<file path="config.mk">
export PLATFORM = sky130hd
export DESIGN_NAME = indexed_priority_queue_update_poll
export DESIGN_NICKNAME = d
export VERILOG_FILES = /design/src/rtl/core/iqpu_pkg.sv /design/src/rtl/core/iqpu_ram.sv /design/src/rtl/core/iqpu_ctrl.sv /design/src/rtl/core/iqpu_dp.sv /design/src/rtl/core/indexed_priority_queue_update_poll.sv
export VERILOG_INCLUDE_DIRS = /design/src /design/src/rtl/core
export SDC_FILE = /design/constraint.sdc
export NUM_CORES = 2
export LEC_CHECK = 0
export BUFFER_PORTS_ARGS = -buffer_cell sky130_fd_sc_hd__clkbuf_2
export CAP_MARGIN = 20
export CORE_MARGIN = 2
export CORE_UTILIZATION = 50
export CTS_BUF_LIST = sky130_fd_sc_hd__clkbuf_4 sky130_fd_sc_hd__clkbuf_8 sky130_fd_sc_hd__clkbuf_16
export CTS_CLUSTER_DIAMETER = 30
export DETAILED_ROUTE_END_ITERATION = 8
export PLACE_DENSITY_LB_ADDON = 0.3
export SLEW_MARGIN = 25
export SYNTH_ARGS = -nofsm -noshare
export SYNTH_HDL_FRONTEND = slang
export SYNTH_HIERARCHICAL = 1
export SYNTH_SLANG_ARGS = --single-unit
</file>
<file path="constraint.sdc">
create_clock -name clk -period 4.7 [get_ports clk]
set_input_delay 0.705 -clock clk [delete_from_list [all_inputs] [get_ports clk]]
set_output_delay 0.705 -clock clk [all_outputs]
set_load 0.005 [all_outputs]
</file>
<file path="src/rtl/core/assert_macros.svh">
// Concurrent assertion macros for the RTL
`ifndef ASSERT_MACROS_SVH
`define ASSERT_MACROS_SVH

// same-cycle implication
`define ASSERT_IMP(lbl, clk, rst_n, ante, cons) \
  lbl: assert property (@(posedge clk) disable iff (!rst_n) (ante) |-> (cons)) \
    else $error("assertion failed: implication");

// next-cycle implication
`define ASSERT_NXT(lbl, clk, rst_n, ante, cons) \
  lbl: assert property (@(posedge clk) disable iff (!rst_n) (ante) |=> (cons)) \
    else $error("assertion failed: next-cycle implication");

`endif

</file>
<file path="src/rtl/core/iqpu_pkg.sv">
// Package: sizes, codes and controller/datapath interface types
package iqpu_pkg;

  localparam int ENTRIES     = 64;
  localparam int ID_BITS     = 16;
  localparam int PRIO_BITS   = 16;
  localparam int IDX_W       = $clog2(ENTRIES);
  localparam int RAM_W       = ID_BITS + PRIO_BITS;
  localparam int IN_TDATA_W  = ((ID_BITS + PRIO_BITS + 7) / 8) * 8;
  localparam int OUT_TDATA_W = ((ID_BITS + 7) / 8) * 8;

  localparam logic ACT_UPDATE = 1'b0;
  localparam logic ACT_POLL   = 1'b1;

  localparam logic [1:0] STAT_OK    = 2'd0;
  localparam logic [1:0] STAT_EMPTY = 2'd1;
  localparam logic [1:0] STAT_FULL  = 2'd2;

  typedef enum logic [1:0] {
    S_IDLE,
    S_SCAN,
    S_DRAIN,
    S_FINISH
  } state_t;

  typedef struct packed {
    logic load;    // capture item, restart scan
    logic step;    // read one slot, advance scan address
    logic finish;  // commit table change, load result register
  } ctl_cmd_t;

  typedef struct packed {
    logic scan_last;  // scan address at last slot
    logic out_free;   // result register can take a new result
  } dp_sts_t;

endpackage

</file>
<file path="src/rtl/core/iqpu_ram.sv">
// Generic single-write, single-read RAM with registered read data
module iqpu_ram #(
  parameter int W = 8,
  parameter int D = 16
) (
  input  logic                 clk,
  input  logic                 we,
  input  logic [$clog2(D)-1:0] waddr,
  input  logic [W-1:0]         wdata,
  input  logic                 re,
  input  logic [$clog2(D)-1:0] raddr,
  output logic [W-1:0]         rdata
);

  logic [W-1:0] mem [D];
  logic [W-1:0] rdata_r;

  always_ff @(posedge clk) begin
    if (we) begin
      mem[waddr] <= wdata;
    end
    if (re) begin
      rdata_r <= mem[raddr];
    end
  end

  assign rdata = rdata_r;

endmodule

</file>
<file path="src/rtl/core/iqpu_ctrl.sv">
// Controller: sequences accept, table scan, drain and commit
module iqpu_ctrl (
  input  logic                clk,
  input  logic                rst_n,
  input  logic                in_tvalid,
  output logic                in_tready,
  input  iqpu_pkg::dp_sts_t   sts,
  output iqpu_pkg::ctl_cmd_t  cmd
);
  import iqpu_pkg::*;

  state_t state_r;
  state_t state_nxt;

  always_ff @(posedge clk) begin
    if (!rst_n) begin
      state_r <= S_IDLE;
    end else begin
      state_r <= state_nxt;
    end
  end

  always_comb begin
    state_nxt = state_r;
    case (state_r)
      S_IDLE: begin
        if (in_tvalid) begin
          state_nxt = S_SCAN;
        end
      end
      S_SCAN: begin
        if (sts.scan_last) begin
          state_nxt = S_DRAIN;
        end
      end
      S_DRAIN: begin
        state_nxt = S_FINISH;
      end
      S_FINISH: begin
        if (sts.out_free) begin
          state_nxt = S_IDLE;
        end
      end
      default: begin
        state_nxt = S_IDLE;
      end
    endcase
  end

  always_comb begin
    in_tready  = 1'b0;
    cmd        = '0;
    case (state_r)
      S_IDLE: begin
        in_tready = 1'b1;
        cmd.load  = in_tvalid;
      end
      S_SCAN: begin
        cmd.step = 1'b1;
      end
      S_DRAIN: begin
      end
      S_FINISH: begin
        cmd.finish = sts.out_free;
      end
      default: begin
      end
    endcase
  end

endmodule

</file>
<file path="src/rtl/core/iqpu_dp.sv">
// Datapath: valid bits, entry RAM, scan compare and result register
module iqpu_dp (
  input  logic                              clk,
  input  logic                              rst_n,
  input  logic                              in_action,
  input  logic [iqpu_pkg::ID_BITS-1:0]      in_id,
  input  logic [iqpu_pkg::PRIO_BITS-1:0]    in_prio,
  input  iqpu_pkg::ctl_cmd_t                cmd,
  output iqpu_pkg::dp_sts_t                 sts,
  input  logic                              out_ready,
  output logic                              out_valid,
  output logic [iqpu_pkg::ID_BITS-1:0]      out_id,
  output logic [1:0]                        out_status
);
  import iqpu_pkg::*;

  // captured item
  logic                 act_r;
  logic [ID_BITS-1:0]   id_r;
  logic [PRIO_BITS-1:0] prio_r;

  // scan
  logic [IDX_W-1:0]     addr_r;
  logic                 cmp_vld_r;
  logic [IDX_W-1:0]     cmp_idx_r;

  // scan results
  logic                 hit_r;
  logic [IDX_W-1:0]     hit_idx_r;
  logic                 free_r;
  logic [IDX_W-1:0]     free_idx_r;
  logic                 best_r;
  logic [IDX_W-1:0]     best_idx_r;
  logic [ID_BITS-1:0]   best_id_r;
  logic [PRIO_BITS-1:0] best_prio_r;

  logic [ENTRIES-1:0]   valid_r;

  logic                 out_vld_r;
  logic [ID_BITS-1:0]   out_id_r;
  logic [1:0]           out_st_r;

  // RAM
  logic                 ram_we;
  logic [IDX_W-1:0]     ram_waddr;
  logic [RAM_W-1:0]     ram_rdata;
  logic [ID_BITS-1:0]   rd_id;
  logic [PRIO_BITS-1:0] rd_prio;
  logic                 rd_valid;
  logic                 better;

  assign rd_id    = ram_rdata[ID_BITS-1:0];
  assign rd_prio  = ram_rdata[ID_BITS +: PRIO_BITS];
  assign rd_valid = valid_r[cmp_idx_r];
  assign better   = !best_r || (rd_prio > best_prio_r) ||
                    ((rd_prio == best_prio_r) && (rd_id < best_id_r));

  assign ram_we    = cmd.finish && (act_r == ACT_UPDATE) && (hit_r || free_r);
  assign ram_waddr = hit_r ? hit_idx_r : free_idx_r;

  iqpu_ram #(
    .W (RAM_W),
    .D (ENTRIES)
  ) u_ram (
    .clk   (clk),
    .we    (ram_we),
    .waddr (ram_waddr),
    .wdata ({prio_r, id_r}),
    .re    (cmd.step),
    .raddr (addr_r),
    .rdata (ram_rdata)
  );

  always_ff @(posedge clk) begin
    if (cmd.load) begin
      act_r  <= in_action;
      id_r   <= in_id;
      prio_r <= in_prio;
    end
  end

  always_ff @(posedge clk) begin
    if (!rst_n) begin
      addr_r    <= '0;
      cmp_vld_r <= 1'b0;
    end else begin
      cmp_vld_r <= cmd.step;
      if (cmd.load) begin
        addr_r <= '0;
      end else if (cmd.step) begin
        addr_r <= addr_r + IDX_W'(1);
      end
    end
  end

  always_ff @(posedge clk) begin
    cmp_idx_r <= addr_r;
  end

  always_ff @(posedge clk) begin
    if (!rst_n) begin
      hit_r  <= 1'b0;
      free_r <= 1'b0;
      best_r <= 1'b0;
    end else if (cmd.load) begin
      hit_r  <= 1'b0;
      free_r <= 1'b0;
      best_r <= 1'b0;
    end else if (cmp_vld_r) begin
      if (rd_valid && (rd_id == id_r) && !hit_r) begin
        hit_r <= 1'b1;
      end
      if (!rd_valid && !free_r) begin
        free_r <= 1'b1;
      end
      if (rd_valid && better) begin
        best_r <= 1'b1;
      end
    end
  end

  always_ff @(posedge clk) begin
    if (cmp_vld_r) begin
      if (rd_valid && (rd_id == id_r) && !hit_r) begin
        hit_idx_r <= cmp_idx_r;
      end
      if (!rd_valid && !free_r) begin
        free_idx_r <= cmp_idx_r;
      end
      if (rd_valid && better) begin
        best_idx_r  <= cmp_idx_r;
        best_id_r   <= rd_id;
        best_prio_r <= rd_prio;
      end
    end
  end

  always_ff @(posedge clk) begin
    if (!rst_n) begin
      valid_r <= '0;
    end else if (cmd.finish) begin
      if (act_r == ACT_POLL) begin
        if (best_r) begin
          valid_r[best_idx_r] <= 1'b0;
        end
      end else if (!hit_r && free_r) begin
        valid_r[free_idx_r] <= 1'b1;
      end
    end
  end

  always_ff @(posedge clk) begin
    if (!rst_n) begin
      out_vld_r <= 1'b0;
    end else if (cmd.finish) begin
      out_vld_r <= 1'b1;
    end else if (out_ready) begin
      out_vld_r <= 1'b0;
    end
  end

  always_ff @(posedge clk) begin
    if (cmd.finish) begin
      if (act_r == ACT_POLL) begin
        out_id_r <= best_r ? best_id_r : '0;
        out_st_r <= best_r ? STAT_OK : STAT_EMPTY;
      end else begin
        out_id_r <= '0;
        out_st_r <= (hit_r || free_r) ? STAT_OK : STAT_FULL;
      end
    end
  end

  assign sts.scan_last = (addr_r == IDX_W'(ENTRIES - 1));
  assign sts.out_free  = !out_vld_r || out_ready;

  assign out_valid  = out_vld_r;
  assign out_id     = out_id_r;
  assign out_status = out_st_r;

endmodule

</file>
<file path="src/rtl/core/indexed_priority_queue_update_poll.sv">
// Top level: indexed priority queue with update and poll items
//
//  channel | direction | tdata (low bit up)             | tuser
//  in_     | slave     | event_id, priority_req         | action
//  out_    | master    | polled_id                      | status
//
// One item passes through accept, one entry RAM read per slot, a drain step
// for the registered read and a commit step; a new item is taken only after
// the commit. The scan is serial as the entry RAM has a single read port.
// Reset clears every valid bit at once; the table is empty after reset.
// A finished result waits in the output register; the commit of the next
// item stalls only while that register is still held.
module indexed_priority_queue_update_poll (
  input  logic                               clk,
  input  logic                               rst_n,
  input  logic                               in_tvalid,
  output logic                               in_tready,
  input  logic [iqpu_pkg::IN_TDATA_W-1:0]    in_tdata,   // event_id, priority_req
  input  logic                               in_tuser,   // action
  output logic                               out_tvalid,
  input  logic                               out_tready,
  output logic [iqpu_pkg::OUT_TDATA_W-1:0]   out_tdata,  // polled_id
  output logic [1:0]                         out_tuser   // status
);
  import iqpu_pkg::*;

  `include "assert_macros.svh"

  ctl_cmd_t           cmd;
  dp_sts_t            sts;
  logic [ID_BITS-1:0] out_id;

  iqpu_ctrl u_ctrl (
    .clk       (clk),
    .rst_n     (rst_n),
    .in_tvalid (in_tvalid),
    .in_tready (in_tready),
    .sts       (sts),
    .cmd       (cmd)
  );

  iqpu_dp u_dp (
    .clk        (clk),
    .rst_n      (rst_n),
    .in_action  (in_tuser),
    .in_id      (in_tdata[ID_BITS-1:0]),
    .in_prio    (in_tdata[ID_BITS +: PRIO_BITS]),
    .cmd        (cmd),
    .sts        (sts),
    .out_ready  (out_tready),
    .out_valid  (out_tvalid),
    .out_id     (out_id),
    .out_status (out_tuser)
  );

  assign out_tdata = OUT_TDATA_W'(out_id);

  `ASSERT_NXT(a_busy_after_accept, clk, rst_n, in_tvalid && in_tready, !in_tready)
  `ASSERT_IMP(a_commit_needs_room, clk, rst_n, cmd.finish, sts.out_free)
  `ASSERT_NXT(a_commit_shows_result, clk, rst_n, cmd.finish, out_tvalid)
  `ASSERT_NXT(a_scan_stops, clk, rst_n, cmd.step && sts.scan_last, !cmd.step)

endmodule
</file>
==> flow_summary.yaml <==
layout:
  final_nets: 4637
  drive_gt1_frac: 0.331
  final_util: 0.612
  fin_area_um2: 106000
  multi_input_area_um2: 19300
  fillers: 11700
  syn2layout_area_growth_pct: 21.8
  register_area_um2: 67200
routing:
  via_count: 45200
  drc: 0
  wl_met3_um: 23400
  drt-wirelength-per-cell_um: 31.9
  met2WireLength_um: 110000
  wl_um: 230000
  wl_met1_um: 88800
  first_pass_iters: 6
  top_layer_used: "met5"
  drtAntennaViolNets: 0
  via_per_inst: 6.25
  drt_iter0_markers: 6211
grt:
  antenna_found_initial: 8
  grt_pass1_wl_um: 329000
  first_global_vias: 45900
  grt.overflow.total: 0
  grt_use_total: 0.260
  grt_max_degree: 69
pwr:
  seqPwrFrac: 0.402
  leakagePower_nw: 33.5
  internal_power_mw: 45.0
  swShare: 0.238
  comb_power_share: 0.097
  power_frac_clock: 0.502
  p_switching_mw: 14.0
  powerDensity_nw_per_um2: 556
  irDropWorstVdd_mv: 0.330
placement:
  place_ws_ps: 1030
  hpwl_um: 125000
  gp_congestion: 0.911
  portBuffers: 56
  placed_area_um2: 91700
timing:
  hold_viol: 0
  finalCritPeriodShare: 0.776
  rsz0062_at_grt: "no"
  setup_viol: 0
  fmax_mhz: 274
  finalWorstSetupSlack_ps: 1050
  setup_tns_ps: 0
  tightest_slew_ps: 1100
  relSlewSlack: 0.264
  slew_viol_final: 0
  skew_ps: 61.6
  fin_crit_ps: 3650
floorplan:
  rows: 153
  die_w_um: 421
  ios: 57
  coreArea_um2: 173000
  start_util: 0.502
  die_h_um: 421
  die-area_um2: 178000
clock_network:
  cts_tree: "done"
  ctsHoldBuffers: 31
  clk_path_buf_depth: 4
  clk_latency_ps: 970
  post_cts_buffers: 0
  path_clk_slew_ps: 50
  ctsResizeCount: 0
  htreeDepth: 5
  root_buffer: "clkbuf_16"
  cts_sinks: 2264
  cts_made_buffers: 422
setup_path:
  end_kind: "register"
  crit_required_ps: 5350
  worstSetupPathType: "register to register"
  cp_max_fo: 28
  cp_data_arrival_time_ps: 4300
  startpoint_type: "register"
yosys:
  seq_area_frac_synth: 0.771
  synthesis.nets: 4135
  async_flop_share: 0
  synth.distinct_cells: 67
  avgSynthCellArea_um2: 21.5
  yosys_warnings: 6
  netlist_area_um2: 87100
  ys_dominant_reg_cell: "edfxtp_1"
  synth_edf_count: 2181
  synth_cells: 4062
  ys_ff_latch: 2264
job:
  maxCapViolCount: 0
hold_path:
  min_path_type: "input port to register"
status:
  outcome: "finished, final reports clean"
[critical path: stages, from the launching register on]
cell,delay [ps]
dfxtp_1,940
mux4_2,370
and2_4,150
a2111oi_4,50
nor4_1,700
o21ai_0,350
a31oi_4,480
buf_12,260
[per-stage QoR]
step	power (mW)	hold slack (ps)	instances
6_report	59.0	58.0	7230
4_1_cts	59.3	9.84	7226
2_1_floorplan	27.6	376	4062
3_3_place_gp	29.6	439	6429
3_5_place_dp	29.7	442	6433
5_1_grt	60.6	18.4	7228
[layer usage]
layer | global-route usage | up-vias
met5 | 0 | -
met4 | 0.0999 | 6
met3 | 0.0542 | 406
met2 | 0.404 | 2648
met1 | 0.364 | 23900
li1 | - | 18200
[area by class of cell]
type | instances | area share
repair buffers | 287 | 0.0232
inverters | 46 | 0.00164
well taps | 2325 | 0.0274
multi-input cells | 1543 | 0.182
clock inverters | 303 | 0.0299
clock buffers | 459 | 0.103
flip-flops and latches | 2264 | 0.633
diodes | 3 | 0.0000707
[cell usage after synthesis, drive strengths merged (45+ instances only)]
cell	number	area [um2]
o22ai	84	526
buf	117	661
nand2	94	353
clkbuf	92	345
mux4	552	12400
nor2	165	619
dfxtp	83	1660
a21oi	83	419
inv	45	169
edfxtp	2181	65500
mux2i	111	1110
o21ai	71	355
a21boi	49	368
[final timing paths]
| path | depth (start not counted) | startpoint | endpoint | slack [ps] |
|---|---|---|---|---|
| setup / recovery | 7 | u_dp/cmp_idx_r[2] | u_dp/best_prio_r[8] | 1050 |
| hold / removal | 1 | in_tdata[0] | u_dp/id_r[0] | 60 |
| setup reg to reg | 7 | u_dp/cmp_idx_r[2] | u_dp/best_prio_r[8] | 1050 |
| hold reg to reg | 0 | u_dp/u_ram/rdata[30] | u_dp/best_prio_r[14] | 460 |
[placed cells by master, fill, tap and decap left out, types with 17 or more instances in the layout]
cell	n
edfxtp_1	2181
mux4_2	551
clkbuf_16	426
buf_4	168
mux2i_1	111
nor2_1	103
nand2_1	94
o22ai_1	84
a21oi_1	82
dfxtp_1	79
o21ai_0	69
nor2_4	62
inv_6	57
clkinvlp_4	57
clkbuf_2	56
clkinv_2	50
a21boi_0	49
bufinv_16	45
inv_1	45
clkinv_4	44
clkinv_1	42
ha_1	35
dlygate4sd3_1	31
clkbuf_4	29
o221ai_1	28
buf_12	27
nor2b_1	26
and3_1	23
nand3_1	20
nor3_1	18
xnor2_1	17
[cell families after synthesis]
group,Yosys count,share of synthesized area
AOI/OAI and AO/OA,380,0.0284
xor gates and xnor gates,20,0.00201
adders and majority gates,36,0.00517
buffers and inverters,255,0.0135
DFF,2264,0.771
muxes,668,0.156
and+or+nand+nor,439,0.0241
[power groups by stage]
stage | combinational (mW) | clock, mW | sequential [mW]
after global routing | 6.05 | 30.8 | 23.7
after detailed placement | 5.64 | 0 | 24.1
final | 5.71 | 29.6 | 23.7
after global placement | 5.49 | 0 | 24.1
after CTS | 5.71 | 29.9 | 23.7
after floorplan | 3.26 | 0 | 24.4
[sequential cells by signal, summed over array words and instances (netlist names), 6 cells and up]
signal            count
u_dp/addr_r           6
u_dp/best_prio_r     16
u_dp/u_ram/mem     2048
u_dp/free_idx_r       6
u_dp/cmp_idx_r        6
u_dp/out_id          16
u_dp/prio_r          16
u_dp/hit_idx_r        6
u_dp/id_r            16
u_dp/best_idx_r       6
u_dp/best_id_r       16
u_dp/valid_r         64
u_dp/u_ram/rdata     32
No activity file was read; power rests on OpenSTA's default activity.
